### config.mk
export PLATFORM = sky130hd
export DESIGN_NAME = dpt_seq
export DESIGN_NICKNAME = d
export VERILOG_FILES = /design/src/hdl/dirty_page_table_top_macros.svh /design/src/hdl/dpt_pkg.sv /design/src/hdl/dpt_seq.sv
export SDC_FILE = /design/constraint.sdc
export NUM_CORES = 1
export LEC_CHECK = 0
export BUFFER_PORTS_ARGS = -buffer_cell sky130_fd_sc_hd__buf_2
export CAP_MARGIN = 10
export CORE_UTILIZATION = 45
export DETAILED_ROUTE_END_ITERATION = 7
export PLACE_DENSITY = 0.76
export SLEW_MARGIN = 15
export SYNTH_ARGS = -nofsm -noshare
export SYNTH_HDL_FRONTEND = slang
export SYNTH_SLANG_ARGS = --single-unit
### constraint.sdc
create_clock -name clk_i -period 6 [get_ports clk_i]
set_input_delay 0.3 -clock clk_i [delete_from_list [all_inputs] [get_ports clk_i]]
set_output_delay 0.3 -clock clk_i [all_outputs]
set_load 0.05 [all_outputs]
### src/hdl/dirty_page_table_top_macros.svh
// ----------------------------------------------------------------------------
// Dirty page table assertion macros
// Shared property forms for the checks in the dirty page table top level.
// ----------------------------------------------------------------------------
`ifndef DIRTY_PAGE_TABLE_TOP_MACROS_SVH
`define DIRTY_PAGE_TABLE_TOP_MACROS_SVH

// The consequent must hold in the same cycle as the antecedent.
`define DPT_ASSERT_SAME(lbl, ante, cons, msg) \
  lbl: assert property (@(posedge clk_i) disable iff (!rst_ni) (ante) |-> (cons)) \
    else $error(msg);

// The consequent must hold in the cycle after the antecedent.
`define DPT_ASSERT_NEXT(lbl, ante, cons, msg) \
  lbl: assert property (@(posedge clk_i) disable iff (!rst_ni) (ante) |=> (cons)) \
    else $error(msg);

`endif

### src/hdl/dpt_pkg.sv
// ----------------------------------------------------------------------------
// Dirty page table package
// Table size, derived widths, operation codes and transaction types.
// ----------------------------------------------------------------------------
package dpt_pkg;

  localparam int TableEntries = 1024;
  localparam int IdxW = $clog2(TableEntries);
  localparam int CntW = $clog2(TableEntries + 1);
  localparam logic [IdxW-1:0] LastIdx = IdxW'(TableEntries - 1);

  typedef enum logic [1:0] {
    OpAdd      = 2'd0,
    OpRemove   = 2'd1,
    OpContains = 2'd2,
    OpNext     = 2'd3
  } op_e;

  typedef struct packed {
    op_e         operation;
    logic [31:0] page_id;
    logic [31:0] rec_lsn;
    logic [9:0]  scan_start;
  } item_t;

  typedef struct packed {
    logic        found;
    logic [9:0]  found_index;
    logic [31:0] entry_page;
    logic [31:0] entry_lsn;
    logic [10:0] dirty_count;
  } result_t;

  typedef struct packed {
    logic        occ;
    logic [31:0] page;
    logic [31:0] lsn;
  } entry_t;

  typedef struct packed {
    logic            we;
    logic [IdxW-1:0] waddr;
    entry_t          wdata;
    logic [IdxW-1:0] raddr;
  } mem_req_t;

endpackage

### src/hdl/dpt_seq.sv
// ----------------------------------------------------------------------------
// Dirty page table sequencer
// Clears the store after reset, runs add and remove as a read-modify-write
// and walks the buckets with one shared index incrementer for the scan.
// ----------------------------------------------------------------------------
module dpt_seq (
  input  logic              clk_i,
  input  logic              rst_ni,
  input  logic              start_i,
  input  dpt_pkg::item_t    item_i,
  output logic              busy_o,
  output logic              result_valid_o,
  output dpt_pkg::result_t  result_o,
  output dpt_pkg::mem_req_t mem_req_o,
  input  dpt_pkg::entry_t   rd_data_i
);

  typedef enum logic [2:0] {
    StClear = 3'b001,
    StIdle  = 3'b010,
    StRun   = 3'b100
  } state_e;

  state_e                    state_q, state_d;
  logic [dpt_pkg::IdxW-1:0]  cur_q, cur_d;
  logic [dpt_pkg::IdxW-1:0]  cur_inc;
  logic [dpt_pkg::CntW-1:0]  count_q, count_d;
  dpt_pkg::item_t            cmd_q, cmd_d;
  logic                      oor_q, oor_d;
  logic                      res_vld_q, res_vld_d;
  dpt_pkg::result_t          res_q, res_d;
  logic                      finish;
  logic                      hit;
  logic [dpt_pkg::IdxW-1:0]  rep_idx;

  assign cur_inc = cur_q + dpt_pkg::IdxW'(1);

  always_comb begin
    state_d   = state_q;
    cur_d     = cur_q;
    count_d   = count_q;
    cmd_d     = cmd_q;
    oor_d     = oor_q;
    res_vld_d = 1'b0;
    res_d     = res_q;
    finish    = 1'b0;
    hit       = 1'b0;
    rep_idx   = cur_q;
    mem_req_o.we    = 1'b0;
    mem_req_o.waddr = cur_q;
    mem_req_o.wdata = '0;
    mem_req_o.raddr = cur_inc;

    unique case (state_q)
      StClear: begin
        mem_req_o.we = 1'b1;
        cur_d = cur_inc;
        if (cur_q == dpt_pkg::LastIdx) begin
          state_d = StIdle;
        end
      end
      StIdle: begin
        if (item_i.operation == dpt_pkg::OpNext) begin
          mem_req_o.raddr = dpt_pkg::IdxW'(item_i.scan_start);
        end else begin
          mem_req_o.raddr = item_i.page_id[dpt_pkg::IdxW-1:0];
        end
        if (start_i) begin
          cmd_d   = item_i;
          oor_d   = 32'(item_i.scan_start) >= dpt_pkg::TableEntries;
          cur_d   = mem_req_o.raddr;
          state_d = StRun;
        end
      end
      StRun: begin
        case (cmd_q.operation)
          dpt_pkg::OpAdd: begin
            finish = 1'b1;
            if (cmd_q.rec_lsn != '0 && !rd_data_i.occ) begin
              mem_req_o.we         = 1'b1;
              mem_req_o.wdata.occ  = 1'b1;
              mem_req_o.wdata.page = cmd_q.page_id;
              mem_req_o.wdata.lsn  = cmd_q.rec_lsn;
              count_d = count_q + dpt_pkg::CntW'(1);
            end
          end
          dpt_pkg::OpRemove: begin
            finish = 1'b1;
            if (rd_data_i.occ) begin
              mem_req_o.we = 1'b1;
              count_d = count_q - dpt_pkg::CntW'(1);
            end
          end
          dpt_pkg::OpContains: begin
            finish = 1'b1;
            hit    = rd_data_i.occ;
          end
          default: begin
            if (oor_q) begin
              finish  = 1'b1;
              rep_idx = '0;
            end else if (rd_data_i.occ) begin
              finish = 1'b1;
              hit    = 1'b1;
            end else if (cur_q == dpt_pkg::LastIdx) begin
              finish  = 1'b1;
              rep_idx = '0;
            end else begin
              cur_d = cur_inc;
            end
          end
        endcase
        if (finish) begin
          state_d           = StIdle;
          res_vld_d         = 1'b1;
          res_d.found       = hit;
          res_d.found_index = 10'(rep_idx);
          res_d.entry_page  = hit ? rd_data_i.page : '0;
          res_d.entry_lsn   = hit ? rd_data_i.lsn : '0;
          res_d.dirty_count = 11'(count_d);
        end
      end
      default: begin
        state_d = StClear;
      end
    endcase
  end

  always_ff @(posedge clk_i or negedge rst_ni) begin
    if (!rst_ni) begin
      state_q   <= StClear;
      cur_q     <= '0;
      count_q   <= '0;
      oor_q     <= 1'b0;
      res_vld_q <= 1'b0;
    end else begin
      state_q   <= state_d;
      cur_q     <= cur_d;
      count_q   <= count_d;
      oor_q     <= oor_d;
      res_vld_q <= res_vld_d;
    end
  end

  always_ff @(posedge clk_i) begin
    cmd_q <= cmd_d;
    res_q <= res_d;
  end

  assign busy_o         = state_q != StIdle;
  assign result_valid_o = res_vld_q;
  assign result_o       = res_q;

endmodule
# == Word-level counts from Yosys, hierarchy flattened ==
# Index checks and enable logic that the tools add are counted.
# word_totals
reg_bits,177
inputBits,144
# classes
add_sub_neg,3
n_eq_ne,14
mux,32
reduce_logical,11
# op_table
operator,count
$mux W65,3
$mux W10,9
$reduce_bool A32 Y1,1
$pmux W10 S3,1
$mux W11,2
$pmux W11 S2,1
$ne A2 B2 Y1 const B,6
$add A11 B1 Y11 const B,1
$sub A11 B1 Y11 const B,1
$add A10 B1 Y10 const B,1
$eq A10 B10 Y1 const B,1
$mux W1,9
$mux W3,3
$pmux W3 S3,1
$pmux W1 S2,3
$reduce_and A5 Y1,1
$eq A2 B2 Y1 const B,2
$reduce_and A2 Y1,2
$eq A3 B1 Y1 const B,1
$eq A3 B2 Y1 const B,1
$eq A3 B3 Y1 const B,1
$ne A3 B2 Y1 const B,1
$reduce_and A3 Y1,1
$reduce_bool A3 Y1,1
6 further kinds,6

# == Longest topological paths before layout ==
# Gate-level depths: netlist of the first run.
# depth
ltp_word,7
ltp_mapped,7
mapped_depth_nobuf,7

# == Worst setup path after synthesis of the first run ==
# No wires, ideal clock.
# synth_path
path_kind,reg-to-reg
startpoint,register cur_q[0] in the netlist's numbering
endpoint,"register res_q (netlist bit result_o[0]), enable pin"
setup_time_ns,0.534
arrival_time_ns,5.428
path_slack_ns,0.038
stages_incl_launch_ff,6
n_path_buf,0
synth_period_minus_slack_ns,5.962
cell_sequence,dfrtp_1 -> ha_1 -> nand3_2 -> or4_4 -> nor2b_4 -> nor2_1
# synth_via
elab_chain_len,6
# synth_lines
item,line,rtl
"start, declared",dpt_seq.sv:25,"logic [dpt_pkg::IdxW-1:0] cur_q, cur_d;"
"start signal, assigned",dpt_seq.sv:138,cur_q <= cur_d;
$eq A10 B10 Y1,dpt_seq.sv:105,end else if (cur_q == dpt_pkg::LastIdx) begin
$mux W1,dpt_seq.sv:105,
$mux W1,dpt_seq.sv:102,end else if (rd_data_i.occ) begin
$mux W1,dpt_seq.sv:76,case (cmd_q.operation)
$mux W1,dpt_seq.sv:54,unique case (state_q)
$reduce_and A2 Y1 (no line),n/a,
"end signal, assigned",dpt_seq.sv:147,res_q <= res_d;
"end, declared",dpt_seq.sv:31,"dpt_pkg::result_t res_q, res_d;"
# Every way passes these cells. The select of a mux whose other input is x is not followed.
# A chain may end at the register's enable or synchronous reset.

# == Worst setup path in the final report of the first run ==
# layout_path
startpoint,register cur_q[0] in the netlist's numbering
endpoint,"register res_q (netlist bit result_o[4]), enable pin"
# Same word-level chain as after synthesis.

==> results.cfg, run 1 <==
[die]
start_util_pct = 46.8
dieArea_um2 = 17300
die_h_um = 131
ios = 318
core_area_um2 = 16100
num_rows = 46
chipWidth_um = 131

[synthesis]
ys_warn_count = 0
syn_inst = 549
synth_compound_area_share_pct = 4.24
synth_cell_types = 49
syn-cell-area_um2 = 7550
synth_seq_cells = 177
synth-simple-area-share_pct = 18.5
synth_edf_count = 152
ys_seq_area_share_pct = 68.8
ys.flop_type = edfxtp_1
syn_area_per_cell_um2 = 13.7
yosys.area_share.adder_pct = 0.497
synthMuxAreaShare_pct = 2.95
synth_top_family_by_area = simple AND/OR/NAND/NOR gates
async_flop_share_pct = 14.1
synth_fp_nets = 696
synth-xor-area-share_pct = 3.02

[worst_setup_path]
cp.arrival_ps = 3240
startpoint_type = flip-flop
worstPathMaxFanout = 69
ff2ff_path_depth = 6
path_class = flip-flop to flip-flop
cp.required_ps = 6050
cp-end-kind = flip-flop

[final_layout]
layout_common_cells = 317 x buf_2, 152 x edfxtp_1, 71 x and3_1
final_cells = 1088
area_delta_synth_final_pct = 31.9
final_nets = 1006
diodes = 0
final_common_cell = buf_2
layout-drive-gt1-share_pct = 42.5

[placed_design]
placedCellCount = 1055
numPortBuffers = 317
dp_hpwl_um = 12700
gp_congestion = 0.860

[pwr]
combPwrFrac_pct = 16.6
power_frac_seq_pct = 45.8
p_int_mw = 2.20
netSwitchingFraction_pct = 28.6
p_per_area_nw_per_um2 = 310
leakagePower_nw = 4.59
peakVddDrop_mv = 0.187
p_sw_uw = 882
pwr-share-clk_pct = 37.6

[clocking]
cts.repair.resized = 0
cts_buffers = 17
cts_sinks = 177
cts_hold_buf = 1
post_cts_buffers = 0
cts_tree = done
cts_buffer_depth = 2
clk_pin_slew_ps = 70
htree_levels = 4
clock_latency_ps = 420
ctsRootBufferMaster = clkbuf_16

[sta]
slew_headroom_pct = 37.9
fmax_mhz = 313
setup_viol = 0
slew_viol_final = 0
layout_min_cycle_time_ps = 3190
period_share_pct = 53.2
worst_clock_skew_ps = 9.49
rsz0062_at_grt = false
hold_violations = 0
worst_pin_slew_ps = 931
finalSetupTns_ps = 0

[routing]
drc = 0
wirelength_um = 17900
routedWlPerCell_um = 16.4
drt_first_iter_violations = 302
drtPass1Iterations = 4
ant_nets = 0
vias = 5465
vias_per_cell = 5.02

[min_path]
whs_path_depth = 1
hp-class = input port to flip-flop

[grt]
grt_max_degree = 77
grt_pass1_vias = 5349
antenna_found_initial = 0
grt_overflow = 0
grt_usage_pct = 20.7
grt_pass1_wl_um = 27600

[job]
drv_cap = 0

[outcome]
run_status = completed
==> metal layers <==
layer  global-route usage [%]  wire length (um)  vias up
li1                         -                 -     2647
met1                     24.3              7070     2535
met2                     35.0              8910      261
met3                     6.40              1540       22
met4                     8.66               348        0
met5                        0                 0        -
==> registers in the layout, indices dropped and copies added (netlist names) <==
register / count
count_q: 11
result_o: 86
result_valid_o: 1
state_q: 3
cur_q: 10
cmd_q: 66
==> layout make-up <==
cell class	instances	area, um2
Sequential cell	177	5190
Tap cell	216	270
Fill cell	1248	6160
Clock inverter	15	201
Multi-Input combinational cell	334	2210
Clock buffer	17	425
Inverter	7	26.3
Timing Repair Buffer	322	1630
==> worst paths after layout <==
check                      slack [ps]         from          end
max in group asynchronous        5170       rst_ni   state_q[2]
min                                50   item_i[52]    cmd_q[52]
max                              2810     cur_q[0]  result_o[4]
min reg2reg                       490  count_q[10]  count_q[10]
max reg2reg                      2810     cur_q[0]  result_o[4]
min in group asynchronous         430       rst_ni     cur_q[1]
==> power by group through the flow <==
| stage | registers, mW | clock network, mW | logic [mW] |
|---|---|---|---|
| 4_1_cts | 1.41 | 1.18 | 0.516 |
| 3_3_place_gp | 1.43 | 0 | 0.512 |
| 6_report | 1.41 | 1.16 | 0.513 |
| 5_1_grt | 1.42 | 1.23 | 0.545 |
| 3_5_place_dp | 1.44 | 0 | 0.512 |
| 2_1_floorplan | 1.52 | 0 | 0.282 |
==> through the flow <==
step           hold WS [ps]  instance area (um2)  util, %  total power [mW]  setup WS, ps
6_report               46.2                 9950     61.8              3.09          2810
5_1_grt                26.8                 9950     61.8              3.19          2570
4_1_cts                28.9                 9950     61.8              3.11          2800
3_5_place_dp            350                 9320     57.8              1.95          2830
3_3_place_gp            345                 9320     57.8              1.94          2930
2_1_floorplan          4.41                 7550        -              1.80          38.1
==> worst max-delay path, stage by stage (launching register included) <==
cell and delay [ps]:
dfrtp_1 460, ha_1 250, nand3_2 130, or4_4 580, nor2b_4 170, nor2_4 410
buf_4 760
==> synthesized netlist by cell type, drive strengths merged, types with 5 or more instances <==
cell / count / share of area, %
nor2: 16 / 0.80
edfxtp: 152 / 60
nor2b: 12 / 1.1
a211oi: 6 / 0.60
o21ai: 13 / 0.86
mux2: 12 / 2.3
nand2: 21 / 1.0
nand4: 5 / 0.41
xor2: 17 / 2.0
clkbuf: 28 / 1.4
mux2i: 5 / 0.66
a21oi: 15 / 0.99
nand3: 10 / 0.73
dfrtp: 24 / 8.0
xnor2: 9 / 1.0
and2: 67 / 5.6
inv: 6 / 0.30
nor3: 9 / 0.60
nor4: 8 / 0.66
and3: 72 / 6.0
==> kinds of logic (layout without fill, tap and decap cells) <==
group           Yosys count  in the layout
flops                   177            177
xor+xnor                 26             26
compound gates           51             51
fa+ha+maj                 3              3
mux                      17             17
simple gates            237            237
buf+inv                  38            361
Note: power is estimated with default switching activity, not from simulation.
==> run 2, diff against run 1 <==
--- a/config.mk
+++ b/config.mk
@@ -7,7 +7,7 @@
 export LEC_CHECK = 0
 export BUFFER_PORTS_ARGS = -buffer_cell sky130_fd_sc_hd__buf_2
 export CAP_MARGIN = 10
-export CORE_UTILIZATION = 45
+export CORE_UTILIZATION = 43
 export DETAILED_ROUTE_END_ITERATION = 7
 export PLACE_DENSITY = 0.76
 export SLEW_MARGIN = 15
==> constraint.sdc (replaced) <==
create_clock -name clk_i -period 2.73 [get_ports clk_i]
set_input_delay 0.1365 -clock clk_i [delete_from_list [all_inputs] [get_ports clk_i]]
set_output_delay 0.1365 -clock clk_i [all_outputs]
set_load 0.05 [all_outputs]
==> run 2 against run 1 <==
Compared with the run above: register-to-register slack got worse by 2400 ps; final area up 7.9%; flip-flop and latch count did not move; combinational power rose by 140%; clock power grew 94%; global-route usage increased by 1.7 points; sequential power up 120%; non-clock buffer count rose by 76; final cell count increased by 7.8%; via count is 8.6% higher.
==> results.cfg, run 2 (synthesized netlist as in run 1, its figures left out) <==
[die]
die_h_um = 134
ios = 318
chipWidth_um = 134
start_util_pct = 43.8
num_rows = 48
core_area_um2 = 17200
dieArea_um2 = 18100

[clocking]
cts_tree = done
cts_buffers = 17
ctsRootBufferMaster = clkbuf_16
post_cts_buffers = 0
cts_buffer_depth = 2
htree_levels = 4
clk_pin_slew_ps = 70
cts_sinks = 177
clock_latency_ps = 420

[sta]
setup_slack_ps = 138
hold_violations = 0
slew_viol_final = 0
setup_viol = 0
worst_clock_skew_ps = 11.1
slew_headroom_pct = 42.3
period_share_pct = 94.9
fmax_mhz = 386
worst_pin_slew_ps = 866
finalSetupTns_ps = 0
layout_min_cycle_time_ps = 2590

[placed_design]
placedCellCount = 1073
gp_congestion = 0.815
numPortBuffers = 317
dp_hpwl_um = 13200
post-place-ws_ps = 400

[pwr]
pwr-share-clk_pct = 34.1
peakVddDrop_mv = 0.490
leakagePower_nw = 4.85
netSwitchingFraction_pct = 29.6
p_int_mw = 4.64
power_frac_seq_pct = 47.4
combPwrFrac_pct = 18.5
p_per_area_nw_per_um2 = 614
p_sw_mw = 1.95

[final_layout]
layout_common_cells = 315 x buf_2, 152 x edfxtp_1, 71 x and3_1
final_common_cell = buf_2
multi_input_area_um2 = 2260
final_nets = 1082
largest_reg_flops = 86
area_delta_synth_final_pct = 42.4
fillers = 1304
diodes = 0
regArea_um2 = 5200
final_cells = 1173
layout-drive-gt1-share_pct = 41.5

[grt]
grt_max_degree = 67
antenna_found_initial = 0
grt_overflow = 0
grt_pass1_wl_um = 30500
grt_pass1_vias = 5937
grt_usage_pct = 22.3

[worst_setup_path]
critPathSlowestCell = edfxtp_1
cpPeakStageDelay_ps = 440
startpoint_type = flip-flop
cp.arrival_ps = 2460
worstPathMaxFanout = 7
cp-end-kind = primary output
path_class = flip-flop to primary output
cp.required_ps = 2590
path_cells = nor4_1, nand4_1, buf_4, o21ai_2, a21oi_1, or2_1, buf_2

[routing]
vias_per_cell = 5.06
drt_first_iter_violations = 339
drtPass1Iterations = 4
routedWlPerCell_um = 17.2
ant_nets = 0
vias = 5935
wirelength_um = 20200
drc = 0

[min_path]
hp-class = input port to flip-flop

[job]
drv_cap = 0

[outcome]
run_status = completed
[run 2: cell count changes in the layout (fill, tap and decap cells not counted), sizes merged]
cell and delta:
clkbuf +2, buf +9, clkinvlp +1, bufinv -3, dlygate4sd3 +67
[run 2: critical path: cells and delay by family, from the launching register on]
kind,cells,cell delay (ps)
simple gates,3,810
compound gates,2,340
flops,1,440
buf+inv,2,440
[run 2: layer usage]
metal  vias to the layer above  routed length, um  global-route usage [%]
met5                         -                  0                       0
met4                         0                452                    7.74
met3                        33               1610                    6.49
met2                       284              10200                    39.9
met1                      2824               7890                    25.5
li1                       2794                  -                       -
[run 2: final timing paths]
kind	from	end	slack [ps]	depth (start not counted)
worst max-delay path	cmd_q[30]	mem_req_o[85]	140	7
worst min-delay path	rd_data_i[39]	result_o[50]	30	2
worst max register to register	cur_q[1]	cur_q[4]	380	6
worst min register to register	count_q[10]	count_q[10]	490	1
max in group asynchronous	rst_ni	cur_q[5]	2020	2
min in group asynchronous	rst_ni	result_valid_o	260	2
[run 2: final cells by class]
cell class              instances  area share (%)
clock buffers                  19            4.03
clock inverters                13           0.967
inverters                       7           0.245
multi-input cells             334            21.1
flip-flops and latches        177            48.4
well taps                     225            2.62
repair buffers                398            22.6
[run 2: metrics by stage]
stage                     hold WS (ps)  instance area (um2)  utilization (%)  power, mW
after floorplan                   -159                 7590                -       3.99
after global placement             191                 9500             55.1       4.31
after detailed placement           196                 9500             55.1       4.33
after CTS                         11.2                10700             62.2       6.63
after global routing              10.3                10700             62.3       6.83
final                             27.5                10700             62.3       6.60
[run 2: power groups by stage]
stage,combinational [mW],sequential [mW],clock [mW]
2_1_floorplan,0.631,3.36,0
3_5_place_dp,1.14,3.18,0
5_1_grt,1.30,3.14,2.39
6_report,1.22,3.13,2.25
4_1_cts,1.22,3.12,2.29
3_3_place_gp,1.13,3.18,0
[run 2: timing repair]
item                                    CTS  global route
hold buffers                             68             0
endpoints found under the hold margin    92             0
gates resized for setup                   0             6
endpoints found under the setup margin    0            50
